<file path="src/design/uhrc_pkg.sv">
`timescale 1ns / 1ps
// ----------------------------------------------------------------------------
// uhrc_pkg
// Shared types, command codes and datapath operation codes for the undo
// history ring controller.
// ----------------------------------------------------------------------------
package uhrc_pkg;

  // width of a layer tag and of every slot field on the ports
  localparam int TAG_W      = 4;
  localparam int TAG_VALUES = 1 << TAG_W;

  // default sizing
  localparam int HISTORY_DEPTH_DEF = 16;
  localparam int LAYER_COUNT_DEF   = 16;

  // command codes
  localparam logic [1:0] CMD_ADD  = 2'd0;
  localparam logic [1:0] CMD_UNDO = 2'd1;
  localparam logic [1:0] CMD_REDO = 2'd2;

  // datapath operation codes
  localparam int OP_W = 4;
  localparam logic [OP_W-1:0] OP_IDLE       = 4'd0;
  localparam logic [OP_W-1:0] OP_LATCH      = 4'd1;
  localparam logic [OP_W-1:0] OP_ADD        = 4'd2;
  localparam logic [OP_W-1:0] OP_ADD_EVICT  = 4'd3;
  localparam logic [OP_W-1:0] OP_STATUS_ONE = 4'd4;
  localparam logic [OP_W-1:0] OP_UNDO_START = 4'd5;
  localparam logic [OP_W-1:0] OP_UNDO_TAG   = 4'd6;
  localparam logic [OP_W-1:0] OP_SCAN       = 4'd7;
  localparam logic [OP_W-1:0] OP_REDO       = 4'd8;
  localparam logic [OP_W-1:0] OP_REDO_TAG   = 4'd9;

  // input transaction
  typedef struct packed {
    logic [1:0]       cmd;
    logic [TAG_W-1:0] layer_id;
  } req_t;

  // result transaction
  typedef struct packed {
    logic             status;
    logic [TAG_W-1:0] slot;
    logic [TAG_W-1:0] target_layer;
    logic             use_base;
    logic             evicted;
    logic [TAG_W-1:0] evicted_slot;
    logic [TAG_W-1:0] evicted_layer;
  } res_t;

  // controller to datapath
  typedef struct packed {
    logic [OP_W-1:0] op;
  } dp_cmd_t;

  // datapath to controller
  typedef struct packed {
    logic [1:0] cmd;
    logic       empty;
    logic       full_next;
    logic       undo_base;
    logic       scan_done;
  } dp_status_t;

  // layer id reduction table, entry i holds i modulo count
  function automatic logic [TAG_VALUES*TAG_W-1:0] layer_mod_table(input int count);
    logic [TAG_VALUES*TAG_W-1:0] tbl;
    int r;
    tbl = '0;
    r = 0;
    for (int i = 0; i < TAG_VALUES; i++) begin
      tbl[i*TAG_W +: TAG_W] = r[TAG_W-1:0];
      r = r + 1;
      if (r >= count) begin
        r = 0;
      end
    end
    return tbl;
  endfunction

endpackage

</file>
<file path="src/design/undo_history_ring_controller_top.sv">
`timescale 1ns / 1ps
// throughput: one transaction at a time; the single tag store read port and
//   the backward search loop set the undo time; next start the cycle done shows
// reset: synchronous, pointers to zero and all tag valid bits cleared at once
// done strobes one cycle with result; the receiver cannot stall
// ----------------------------------------------------------------------------
// undo_history_ring_controller_top
// Slot bookkeeping for a circular undo history of layer snapshots: add,
// undo with backward same-layer search, and redo.
// ----------------------------------------------------------------------------
module undo_history_ring_controller_top
  import uhrc_pkg::*;
#(
  parameter int HISTORY_DEPTH = HISTORY_DEPTH_DEF,
  parameter int LAYER_COUNT   = LAYER_COUNT_DEF
) (
  input  logic clk,
  input  logic rst,
  input  logic start,
  output logic busy,
  input  req_t request,
  output logic done,
  output res_t result
);

  dp_cmd_t    ctl;
  dp_status_t sts;

  // controller
  uhrc_ctrl u_ctrl (
    .clk  (clk),
    .rst  (rst),
    .start(start),
    .sts  (sts),
    .ctl  (ctl),
    .busy (busy),
    .done (done)
  );

  // datapath
  uhrc_datapath #(
    .HISTORY_DEPTH(HISTORY_DEPTH),
    .LAYER_COUNT  (LAYER_COUNT)
  ) u_datapath (
    .clk    (clk),
    .rst    (rst),
    .request(request),
    .ctl    (ctl),
    .sts    (sts),
    .result (result)
  );

endmodule

</file>
<file path="src/design/uhrc_tag_mem.sv">
`timescale 1ns / 1ps
// ----------------------------------------------------------------------------
// uhrc_tag_mem
// Layer tag store, one write and one registered read per cycle. Per-entry
// valid bits make unwritten entries read as zero after reset.
// ----------------------------------------------------------------------------
module uhrc_tag_mem
  import uhrc_pkg::*;
#(
  parameter int DEPTH  = HISTORY_DEPTH_DEF,
  parameter int ADDR_W = $clog2(DEPTH)
) (
  input  logic              clk,
  input  logic              rst,
  input  logic              wr_en,
  input  logic [ADDR_W-1:0] wr_addr,
  input  logic [TAG_W-1:0]  wr_data,
  input  logic              rd_en,
  input  logic [ADDR_W-1:0] rd_addr,
  output logic [TAG_W-1:0]  rd_data
);

  logic [TAG_W-1:0] mem [DEPTH];
  logic [DEPTH-1:0] valid;
  logic [TAG_W-1:0] rd_data_q;
  logic             rd_valid_q;

  // storage array
  always_ff @(posedge clk) begin
    if (wr_en) begin
      mem[wr_addr] <= wr_data;
    end
    if (rd_en) begin
      rd_data_q <= mem[rd_addr];
    end
  end

  // valid bits, cleared at reset
  always_ff @(posedge clk) begin
    if (rst) begin
      valid      <= '0;
      rd_valid_q <= 1'b0;
    end else begin
      if (wr_en) begin
        valid[wr_addr] <= 1'b1;
      end
      if (rd_en) begin
        rd_valid_q <= valid[rd_addr];
      end
    end
  end

  // never-written entries read as zero
  assign rd_data = rd_valid_q ? rd_data_q : '0;

endmodule

</file>
<file path="src/design/uhrc_datapath.sv">
`timescale 1ns / 1ps
// ----------------------------------------------------------------------------
// uhrc_datapath
// Ring pointers, search registers, tag store and result register. Executes
// one operation per cycle as chosen by the controller.
// ----------------------------------------------------------------------------
module uhrc_datapath
  import uhrc_pkg::*;
#(
  parameter int HISTORY_DEPTH = HISTORY_DEPTH_DEF,
  parameter int LAYER_COUNT   = LAYER_COUNT_DEF
) (
  input  logic       clk,
  input  logic       rst,
  input  req_t       request,
  input  dp_cmd_t    ctl,
  output dp_status_t sts,
  output res_t       result
);

  localparam int PTR_W = $clog2(HISTORY_DEPTH);
  localparam logic [TAG_VALUES*TAG_W-1:0] MOD_TABLE = layer_mod_table(LAYER_COUNT);

  logic [PTR_W-1:0] oldest_ptr;
  logic [PTR_W-1:0] write_ptr;
  logic [PTR_W-1:0] scan_addr;
  logic [TAG_W-1:0] tag_q;
  logic [TAG_W-1:0] lay_q;
  logic [1:0]       cmd_q;
  res_t             res;
  res_t             res_next;

  logic [PTR_W-1:0] wp_next;
  logic [PTR_W-1:0] wp_prev;
  logic [PTR_W-1:0] old_next;
  logic [PTR_W-1:0] scan_prev;

  logic             mem_wr;
  logic             mem_rd;
  logic [PTR_W-1:0] mem_rd_addr;
  logic [TAG_W-1:0] mem_rd_data;

  function automatic logic [PTR_W-1:0] ring_next(input logic [PTR_W-1:0] p);
    return (p == PTR_W'(HISTORY_DEPTH - 1)) ? '0 : p + 1'b1;
  endfunction

  function automatic logic [PTR_W-1:0] ring_prev(input logic [PTR_W-1:0] p);
    return (p == '0) ? PTR_W'(HISTORY_DEPTH - 1) : p - 1'b1;
  endfunction

  // slot fields carry the low bits of a pointer
  function automatic logic [TAG_W-1:0] slot_of(input logic [PTR_W-1:0] p);
    logic [PTR_W+TAG_W-1:0] ext;
    ext = {{TAG_W{1'b0}}, p};
    return ext[TAG_W-1:0];
  endfunction

  // neighbor pointers
  assign wp_next   = ring_next(write_ptr);
  assign wp_prev   = ring_prev(write_ptr);
  assign old_next  = ring_next(oldest_ptr);
  assign scan_prev = ring_prev(scan_addr);

  // tag store port control
  always_comb begin
    mem_wr      = 1'b0;
    mem_rd      = 1'b0;
    mem_rd_addr = write_ptr;
    case (ctl.op)
      OP_ADD: begin
        mem_wr      = 1'b1;
        mem_rd      = (wp_next == oldest_ptr);
        mem_rd_addr = wp_next;
      end
      OP_UNDO_START, OP_UNDO_TAG: begin
        mem_rd      = 1'b1;
        mem_rd_addr = wp_prev;
      end
      OP_SCAN: begin
        mem_rd      = 1'b1;
        mem_rd_addr = scan_prev;
      end
      OP_REDO: begin
        mem_rd      = 1'b1;
        mem_rd_addr = write_ptr;
      end
      default: begin
        mem_rd = 1'b0;
      end
    endcase
  end

  uhrc_tag_mem #(
    .DEPTH (HISTORY_DEPTH),
    .ADDR_W(PTR_W)
  ) u_tag_mem (
    .clk    (clk),
    .rst    (rst),
    .wr_en  (mem_wr),
    .wr_addr(write_ptr),
    .wr_data(lay_q),
    .rd_en  (mem_rd),
    .rd_addr(mem_rd_addr),
    .rd_data(mem_rd_data)
  );

  // status back to the controller
  assign sts.cmd       = cmd_q;
  assign sts.empty     = (write_ptr == oldest_ptr);
  assign sts.full_next = (wp_next == oldest_ptr);
  assign sts.undo_base = (write_ptr == oldest_ptr) || (wp_prev == oldest_ptr);
  assign sts.scan_done = (mem_rd_data == tag_q) || (scan_prev == oldest_ptr);

  // ring pointers
  always_ff @(posedge clk) begin
    if (rst) begin
      oldest_ptr <= '0;
      write_ptr  <= '0;
    end else begin
      case (ctl.op)
        OP_ADD: begin
          write_ptr <= wp_next;
          if (wp_next == oldest_ptr) begin
            oldest_ptr <= old_next;
          end
        end
        OP_UNDO_START: write_ptr <= wp_prev;
        OP_REDO:       write_ptr <= wp_next;
        default: begin
          write_ptr <= write_ptr;
        end
      endcase
    end
  end

  // result register next value
  always_comb begin
    res_next = res;
    case (ctl.op)
      OP_ADD: begin
        res_next              = '0;
        res_next.slot         = slot_of(write_ptr);
        res_next.target_layer = lay_q;
        if (wp_next == oldest_ptr) begin
          res_next.evicted      = 1'b1;
          res_next.evicted_slot = slot_of(wp_next);
        end
      end
      OP_ADD_EVICT: res_next.evicted_layer = mem_rd_data;
      OP_STATUS_ONE: begin
        res_next        = '0;
        res_next.status = 1'b1;
      end
      OP_UNDO_START: res_next = '0;
      OP_UNDO_TAG: begin
        res_next.target_layer = mem_rd_data;
        if (sts.undo_base) begin
          res_next.use_base = 1'b1;
        end
      end
      OP_SCAN: begin
        if (mem_rd_data == tag_q) begin
          res_next.slot = slot_of(scan_addr);
        end else if (scan_prev == oldest_ptr) begin
          res_next.use_base = 1'b1;
        end
      end
      OP_REDO: begin
        res_next      = '0;
        res_next.slot = slot_of(write_ptr);
      end
      OP_REDO_TAG: res_next.target_layer = mem_rd_data;
      default: begin
        res_next = res;
      end
    endcase
  end

  // transaction, search and result registers
  always_ff @(posedge clk) begin
    res <= res_next;
    case (ctl.op)
      OP_LATCH: begin
        cmd_q <= request.cmd;
        lay_q <= MOD_TABLE[TAG_W*int'(request.layer_id) +: TAG_W];
      end
      OP_UNDO_TAG: begin
        tag_q     <= mem_rd_data;
        scan_addr <= wp_prev;
      end
      OP_SCAN: begin
        scan_addr <= scan_prev;
      end
      default: begin
        scan_addr <= scan_addr;
      end
    endcase
  end

  assign result = res;

endmodule

</file>
<file path="src/design/uhrc_ctrl.sv">
`timescale 1ns / 1ps
// ----------------------------------------------------------------------------
// uhrc_ctrl
// Controller state machine: sequences add, undo search and redo through the
// datapath and raises the result strobe.
// ----------------------------------------------------------------------------
module uhrc_ctrl
  import uhrc_pkg::*;
(
  input  logic       clk,
  input  logic       rst,
  input  logic       start,
  input  dp_status_t sts,
  output dp_cmd_t    ctl,
  output logic       busy,
  output logic       done
);

  localparam logic [2:0] S_IDLE      = 3'd0;
  localparam logic [2:0] S_DISPATCH  = 3'd1;
  localparam logic [2:0] S_ADD_EVICT = 3'd2;
  localparam logic [2:0] S_UNDO_TAG  = 3'd3;
  localparam logic [2:0] S_SCAN      = 3'd4;
  localparam logic [2:0] S_REDO_TAG  = 3'd5;

  logic [2:0] state;
  logic [2:0] state_next;
  logic       done_next;

  // next state and datapath operation
  always_comb begin
    state_next = state;
    done_next  = 1'b0;
    ctl.op     = OP_IDLE;
    unique case (state)
      S_IDLE: begin
        if (start) begin
          ctl.op     = OP_LATCH;
          state_next = S_DISPATCH;
        end
      end
      S_DISPATCH: begin
        unique case (sts.cmd)
          CMD_ADD: begin
            ctl.op = OP_ADD;
            if (sts.full_next) begin
              state_next = S_ADD_EVICT;
            end else begin
              state_next = S_IDLE;
              done_next  = 1'b1;
            end
          end
          CMD_UNDO: begin
            if (sts.empty) begin
              ctl.op     = OP_STATUS_ONE;
              state_next = S_IDLE;
              done_next  = 1'b1;
            end else begin
              ctl.op     = OP_UNDO_START;
              state_next = S_UNDO_TAG;
            end
          end
          CMD_REDO: begin
            if (sts.full_next) begin
              ctl.op     = OP_STATUS_ONE;
              state_next = S_IDLE;
              done_next  = 1'b1;
            end else begin
              ctl.op     = OP_REDO;
              state_next = S_REDO_TAG;
            end
          end
          default: begin
            ctl.op     = OP_STATUS_ONE;
            state_next = S_IDLE;
            done_next  = 1'b1;
          end
        endcase
      end
      S_ADD_EVICT: begin
        ctl.op     = OP_ADD_EVICT;
        state_next = S_IDLE;
        done_next  = 1'b1;
      end
      S_UNDO_TAG: begin
        ctl.op = OP_UNDO_TAG;
        if (sts.undo_base) begin
          state_next = S_IDLE;
          done_next  = 1'b1;
        end else begin
          state_next = S_SCAN;
        end
      end
      S_SCAN: begin
        ctl.op = OP_SCAN;
        if (sts.scan_done) begin
          state_next = S_IDLE;
          done_next  = 1'b1;
        end
      end
      S_REDO_TAG: begin
        ctl.op     = OP_REDO_TAG;
        state_next = S_IDLE;
        done_next  = 1'b1;
      end
      default: begin
        state_next = S_IDLE;
      end
    endcase
  end

  // state and strobe registers
  always_ff @(posedge clk) begin
    if (rst) begin
      state <= S_IDLE;
      done  <= 1'b0;
    end else begin
      state <= state_next;
      done  <= done_next;
    end
  end

  assign busy = (state != S_IDLE);

endmodule
</file>
<file path="config.mk">
export PLATFORM = sky130hd
export DESIGN_NAME = undo_history_ring_controller_top
export DESIGN_NICKNAME = d
export VERILOG_FILES = /design/src/design/uhrc_pkg.sv /design/src/design/undo_history_ring_controller_top.sv /design/src/design/uhrc_tag_mem.sv /design/src/design/uhrc_datapath.sv /design/src/design/uhrc_ctrl.sv
export SDC_FILE = /design/constraint.sdc
export NUM_CORES = 1
export LEC_CHECK = 0
export ABC_AREA = 1
export BUFFER_PORTS_ARGS = -buffer_cell sky130_fd_sc_hd__buf_4
export CORE_MARGIN = 2
export CORE_UTILIZATION = 30
export DETAILED_ROUTE_END_ITERATION = 8
export GPL_ROUTABILITY_DRIVEN = 0
export PLACE_DENSITY = 0.49
export SYNTH_ARGS = -nofsm -noshare
export SYNTH_HDL_FRONTEND = slang
export SYNTH_SLANG_ARGS = --single-unit
</file>
<file path="constraint.sdc">
create_clock -name clk -period 3 [get_ports clk]
set_input_delay 0.6 -clock clk [delete_from_list [all_inputs] [get_ports clk]]
set_output_delay 0.6 -clock clk [all_outputs]
set_load 0.01 [all_outputs]
</file>
* Yosys cells after proc, flatten, opt, wreduce, memory -nomap -nowiden
Memories as Yosys holds them, arrays and structs flattened. A register that Yosys moved wholly into a read port is not among the register bits.
Index checks and enable logic that the tools add are counted.
** Operators by class
- Reductions and logical operators :: 29
- Mux-type cells :: 47
- $add $sub $neg :: 4
- Order comparisons :: 3
- Shifts and indexed selects :: 1
- Bitwise operators :: 1
- Equal/unequal tests :: 29
** Operators with widths (count)
- 64-bit by 7-bit variable part select with 4-bit output (first input constant) :: 1
- 4-bit case mux with 3 select lines :: 4
- 4-bit two-way mux :: 7
- 4-bit case mux with 2 select lines :: 3
- 4-bit case mux with 6 select lines :: 1
- 4-bit == test :: 5
- 4-bit by 3-bit == test with 1-bit output (second input constant) :: 4
- 4-bit == test (second input constant) :: 4
- 16-bit OR :: 1
- 1-bit two-way mux :: 15
- 3-bit two-way mux :: 4
- 3-bit case mux with 4 select lines :: 1
- 3-bit nonzero test :: 4
- 4-bit by 5-bit < comparator with 1-bit output (second input constant) :: 2
- 5-bit case mux with 2 select lines :: 1
- 2-bit nonzero test :: 5
- 2-bit OR reduction :: 5
- 3-bit case mux with 3 select lines :: 1
- 4-bit by 1-bit adder with 4-bit output (second input constant) :: 2
- 4-bit by 2-bit == test with 1-bit output (second input constant) :: 2
- 4-bit zero test :: 2
- 2-bit != test (second input constant) :: 4
- 4-bit OR reduction :: 2
- 4-bit by 1-bit subtractor with 4-bit output (second input constant) :: 2
- other kinds (22) :: 32
** Storage, ports and cells
- RAM bits :: 64
- Flip-flop bits (word level) :: 62
- Word-level logic and storage cells :: 132
- Memories kept :: 1
- Bits of input ports :: 9
- Output and inout bits :: 21
** Memories
- u_datapath.u_tag_mem.mem :: depth 16, width 4, rd ports 1, clocked after memory_dff 1, wr ports 1, line uhrc_tag_mem.sv:23 : logic [TAG_W-1:0] mem [DEPTH];

* Depth between registers and ports, before layout
- Word-level depth :: 11
- Depth in mapped cells :: 20
- Gate-level depth less buffers :: 18

* By module
From an unflattened synthesis, not the netlist that was laid out.
** Second synthesis, totals
- Cell total of the unflattened synthesis :: 660
- Area, all modules :: 6167.2 µm²
** By module, submodules not included
- uhrc_tag_mem :: cells each 323, area each 3430.8 µm², sequential area each 2382.3 µm², instances 1
- uhrc_datapath :: cells each 279, area each 2378.5 µm², sequential area each 1151.1 µm², instances 1
- uhrc_ctrl :: cells each 58, area each 357.8 µm², sequential area each 80.1 µm², instances 1

* Worst setup path after synthesis
Ideal clock, no wire load.
- Path kind :: register to register
- Start :: register u_datapath.write_ptr[0]
- End :: register u_datapath.res, in the netlist u_datapath.result[9] (enable)
- Path slack :: 0.804 ns
- Arrival time :: 1.893 ns
- Data required time :: 2.696 ns
- Clock period less this slack :: 2.196 ns
- Stages on the path, launching flop included :: 12
- Setup time :: 0.304 ns
- Buffers on the path :: 0
- Path through :: dfxtp_1 -> inv_2 -> ha_1 -> or2_2 -> a21oi_1 -> xor2_1 -> o211ai_1 -> o21ai_0 -> nor2_1 -> inv_1 -> o21ai_0 -> a21oi_1
** On the way
- Word-level cells in the longest chain between the ends :: 10
- Elaborated cells on any way between the ends :: 26
- Those cells by class :: add/sub: 2; eq/ne: 13; mux: 6; reduce/logical: 5
** Ends and longest elaborated chain
- from (decl) :: line uhrc_datapath.sv:25 : logic [PTR_W-1:0] write_ptr;
- from (signal assigned) :: line uhrc_datapath.sv:122 : write_ptr <= wp_next;
- from (signal assigned) :: line uhrc_datapath.sv:127 : OP_UNDO_START: write_ptr <= wp_prev;
- from (signal assigned) :: line uhrc_datapath.sv:128 : OP_REDO: write_ptr <= wp_next;
- 4-bit by 1-bit adder with 4-bit output or 4-bit == test (tied branches) :: line uhrc_datapath.sv:44 : return (p == PTR_W'(HISTORY_DEPTH - 1)) ? '0 : p + 1'b1;
- 4-bit two-way mux :: line uhrc_datapath.sv:44
- 4-bit == test :: line uhrc_datapath.sv:110 : assign sts.full_next = (wp_next == oldest_ptr);
- 4-bit two-way mux :: line uhrc_ctrl.sv:64 : if (sts.full_next) begin
- 4-bit case mux with 3 select lines :: line uhrc_ctrl.sv:43 : unique case (sts.cmd)
- 4-bit case mux with 6 select lines :: line uhrc_ctrl.sv:35 : unique case (state)
- 4-bit by 2-bit == test with 1-bit output, or another cell as far along :: line uhrc_datapath.sv:139 : case (ctl.op)
- 4-bit OR reduction (no line)
- 3-bit nonzero test (no line)
- 4-bit AND reduction (no line) *
- to (signal assigned) :: line uhrc_datapath.sv:181 : res <= res_next;
- to (decl) :: line uhrc_datapath.sv:30 : res_t res;
Every way passes the cells marked *; elsewhere a longest branch is shown, timed or not.
A chain may end at the register's enable or synchronous reset.

* Worst setup path after layout
- Start :: register u_datapath.write_ptr[2]
- End :: register u_datapath.u_tag_mem.rd_data_q[1], read port of u_datapath.u_tag_mem.mem (data pin)
** On the way
- Word-level cells in the longest chain between the ends :: 9
- Elaborated cells on any way between the ends :: 21
- Those cells by class :: add/sub: 2; eq/ne: 8; mux: 8; reduce/logical: 3
** Ends and longest elaborated chain
- 4-bit by 1-bit adder with 4-bit output or 4-bit == test (tied branches) :: line uhrc_datapath.sv:44
- 4-bit two-way mux :: line uhrc_datapath.sv:44
- 4-bit == test :: line uhrc_datapath.sv:72, uhrc_datapath.sv:110
- 4-bit two-way mux :: line uhrc_ctrl.sv:64
- 4-bit case mux with 3 select lines :: line uhrc_ctrl.sv:43
- 4-bit case mux with 6 select lines :: line uhrc_ctrl.sv:35
- 4-bit by 3-bit == test with 1-bit output or 4-bit == test (tied branches) :: line uhrc_datapath.sv:69 : case (ctl.op)
- 4-bit OR reduction (no line) or 2-bit OR reduction (tied branches)
- 1-bit case mux with 2 select lines or 4-bit case mux with 3 select lines (tied branches) :: line uhrc_datapath.sv:69
- to (decl) :: line uhrc_tag_mem.sv:25 : logic [TAG_W-1:0] rd_data_q;
Parallel ways exist; a longest one is shown, timed or not.

==> reports/results.ini <==
[sta]
timing.setup.tns_ps = 0
finClkSkew_ps = 10.3
post-route-min-period_ps = 2650
setup_viol = 0
tightestPinTransition_ps = 774
worst_slack_on_hold_paths_ps = 350
unrepaired_setup_endpoints_after_global_routing = no
hold_violations = 0
max_freq_ghz = 0.377
worst_slack_ps = 345
maxSlewHeadroom_pct = 48.4
maxSlewViolCount = 0
post-route-period-util_pct = 88.5

[final_layout]
final_net_count = 669
final_core_util_pct = 36.4
diodes = 0
share_of_cells_above_drive_strength_1_pct = 13.8
layout_common_cells = 101 x sky130_fd_sc_hd__edfxtp_1, 90 x sky130_fd_sc_hd__nand2_1, 84 x sky130_fd_sc_hd__nor2_1, 78 x sky130_fd_sc_hd__inv_1, 46 x sky130_fd_sc_hd__nand3_1
mostFrequentLayoutCell = sky130_fd_sc_hd__edfxtp_1
areaGrowthSynthToFinish_pct = 18.2

[synth]
postSynthRegisterBits = 130
xor_xnor_share_of_the_synthesized_area_pct = 1.59
main_combinational_cell_family_by_area_after_synthesis = simple AND/OR/NAND/NOR gates
post_synth_num_cell_types = 37
synth_compound_gate_area_share_pct = 11.9
yosys-mux-area-fraction_pct = 0
netlist_area_um2 = 6040
yosys.area_share.simple_pct = 17.4
netlist_top_cells_area = sky130_fd_sc_hd__edfxtp_1 50%, sky130_fd_sc_hd__dfxtp_1 9.6%, sky130_fd_sc_hd__nand2_1 5.6%
syn_avg_cell_area_um2 = 9.78
synth_sequential_area_ratio_pct = 59.8
ys_warnings = 0
adder_cell_fraction_of_synth_area_pct = 1.66
synth_top_area_share_pct = 50.2
synthesis.instances = 618
synthDominantAreaCellType = sky130_fd_sc_hd__edfxtp_1
synthesis.nets = 635

[grt]
antenna_found_initial = 0
grt_pass1_vias = 4381
grt_first_pass_wirelength_mm = 24.2
maximum_number_of_pins_on_one_net_before_global_route_repair = 57
overall_fraction_of_global_route_tracks_in_use_pct = 14.9
grt-ovfl-total = 0

[clock_tree]
postCtsResizedCells = 0
clk_latency_ps = 420
clock_tree_sinks = 130
cts.repair_timing.setup_buffer_count = 0
cts_tree = done
cts_max_path_buffers = 2
cts_root_buf = sky130_fd_sc_hd__clkbuf_16
tritoncts.num_buffers = 17
cts.clk_slew.worst_paths_ps = 60
cts_hold_buffers = 0
cts-htree-levels = 4

[floorplan]
io-pin-count = 30
floorplan.initialDensity_pct = 30.8
die_height_um = 146
die-area_um2 = 21300
core.rowCount = 51
fp.dieW_um = 146
floorplan.core_area_um2 = 19600

[hold_path]
hp_start = request[2]
hold_path_depth = 1
hp-class = in2reg

[drt]
vias = 4513
route.detailed.vias_per_inst = 4.85
wl_met1_mm = 7.04
route.top_layer_used = met4
wl_per_cell_um = 16.5
routed_wirelength_mm = 15.3
remaining_drc_errors = 0
detailroute.wirelength.met2_mm = 7.29
firstDrtPassIters = 6
met3WireLength_um = 760
drt_iter0_drc = 480
post_route_ant_nets = 0

[placed_design]
placement.io_buffers = 29
place_worst_setup_slack_ps = 379
detailed_place_hpwl_mm = 10.8

[setup_path]
category_of_the_worst_setup_path_launch_point = flop
r2r_path_start = u_datapath.write_ptr[2]
worstPathBufferInverterCount = 2
timing_worst_setup_path_type = reg2reg
cp_common_cell = sky130_fd_sc_hd__nand2_1
reg2regPathDepth = 16
worst-path-max-fanout = 56
path_delay_family = simple AND/OR/NAND/NOR gates
capturing_element_type_of_the_critical_path = flop
cp_cell_sequence = inv_1, nand2_1, nand2_1, nor2_1, nand2_1, nand3_2, nand2_2, nand2_1, nand3_4, nand2_2, buf_12, nand2_1, o211ai_1, o211ai_1, nand3_1, nand2_1
worstSetupStartpoint = u_datapath.write_ptr[2]
critical_path_depth = 16
worst-endpoint-required_ps = 3170
critical_path_arrival_ps = 2820
cp_max_stage_delay_ps = 560
critical_path.slowest_cell = sky130_fd_sc_hd__dfxtp_1

[power]
power.share.switching_pct = 27.4
power.share.sequential_pct = 42.4
p_clk_share_pct = 42.9
combPwrFrac_pct = 14.6
internal_power_uw = 3590
pwr_density_cell_nw_per_um2 = 693
leak_pwr_uw = 0.00278
switchingPower_uw = 1350
vdd_drop_max_mv = 0.410

[status]
status = finished, final reports clean

[run]
max_cap_violations = 0

-- cell families after synthesis --
| group | after synthesis |
|---|---|
| xor gates and xnor gates | 11 |
| and+or+nand+nor | 240 |
| adders and majority gates | 8 |
| DFF | 130 |
| buffers and inverters | 109 |
| AOI/OAI and AO/OA | 120 |
-- power by group through the flow --
stage | sequential [uW] | clock (uW) | combinational, uW
final | 2100 | 2120 | 724
after global routing | 2110 | 2230 | 802
after CTS | 2100 | 2160 | 724
after detailed placement | 2140 | 0 | 721
after global placement | 2140 | 0 | 720
after floorplan | 2120 | 0 | 508
-- sequential cells by signal, summed over array words and instances, names as in the netlist --
| signal | cells |
|---|---|
| u_datapath.cmd_q | 2 |
| u_datapath.lay_q | 4 |
| u_datapath.write_ptr | 4 |
| u_datapath.u_tag_mem.rd_data_q | 4 |
| u_datapath.scan_addr | 4 |
| u_datapath.u_tag_mem.rd_valid_q | 1 |
| u_ctrl.state | 3 |
| u_datapath.result | 19 |
| u_ctrl.done | 1 |
| u_datapath.oldest_ptr | 4 |
| u_datapath.u_tag_mem.mem | 64 |
| u_datapath.tag_q | 4 |
| u_datapath.u_tag_mem.valid | 16 |
-- per-stage QoR --
step / power [uW] / std cells / instance area, um2
6_report: 4940 / 930 / 7140
5_1_grt: 5140 / 930 / 7140
4_1_cts: 4980 / 930 / 7140
3_5_place_dp: 2860 / 898 / 6530
3_3_place_gp: 2860 / 898 / 6530
2_1_floorplan: 2630 / 618 / 6040
-- cell usage after synthesis --
library cell / instances
sky130_fd_sc_hd__nor4_1: 1
sky130_fd_sc_hd__nor2_1: 84
sky130_fd_sc_hd__clkbuf_1: 5
sky130_fd_sc_hd__o21bai_1: 1
sky130_fd_sc_hd__o21ai_0: 26
sky130_fd_sc_hd__xnor2_1: 3
sky130_fd_sc_hd__ha_1: 8
sky130_fd_sc_hd__o21ai_1: 9
sky130_fd_sc_hd__xor2_1: 8
sky130_fd_sc_hd__nand2_2: 2
sky130_fd_sc_hd__buf_2: 10
sky130_fd_sc_hd__nand2_1: 90
sky130_fd_sc_hd__o22ai_1: 6
sky130_fd_sc_hd__nor2_4: 1
sky130_fd_sc_hd__nand3_1: 46
sky130_fd_sc_hd__a21oi_1: 35
sky130_fd_sc_hd__nand3b_1: 2
sky130_fd_sc_hd__nor2_2: 1
sky130_fd_sc_hd__a211oi_1: 4
sky130_fd_sc_hd__edfxtp_1: 101
sky130_fd_sc_hd__nand3_2: 3
sky130_fd_sc_hd__nor3_1: 1
sky130_fd_sc_hd__inv_2: 8
sky130_fd_sc_hd__o221ai_1: 1
sky130_fd_sc_hd__nor3_2: 1
sky130_fd_sc_hd__buf_6: 4
sky130_fd_sc_hd__a31oi_1: 2
sky130_fd_sc_hd__o211ai_1: 35
sky130_fd_sc_hd__or2_2: 4
sky130_fd_sc_hd__dfxtp_1: 29
sky130_fd_sc_hd__nand3_4: 1
sky130_fd_sc_hd__nor3_4: 1
sky130_fd_sc_hd__inv_1: 78
sky130_fd_sc_hd__buf_1: 1
sky130_fd_sc_hd__nand4_1: 2
sky130_fd_sc_hd__buf_4: 3
sky130_fd_sc_hd__o2111ai_1: 1
-- metal layers --
layer / vias to the layer above / global-route usage (%)
met4: 0 / 4.95
met1: 2166 / 20.2
met2: 148 / 23.4
li1: 2182 / -
met5: - / 0
met3: 17 / 3.61
-- final cells by class --
cell class,count,area (um2)
clock buffers,17,425
multi-input cells,379,1970
clock inverters,15,183
repair buffers,38,298
fillers,1975,12500
flip-flops and latches,130,3610
inverters,86,323
well taps,265,332
-- final timing paths --
path	end	slack, ps
setup / recovery	u_datapath.u_tag_mem.rd_data_q[1]	350
setup reg to reg	u_datapath.u_tag_mem.rd_data_q[1]	350
hold / removal	u_datapath.lay_q[2]	350
hold reg to reg	u_datapath.u_tag_mem.valid[9]	470
(Power assumes the default switching activity.)
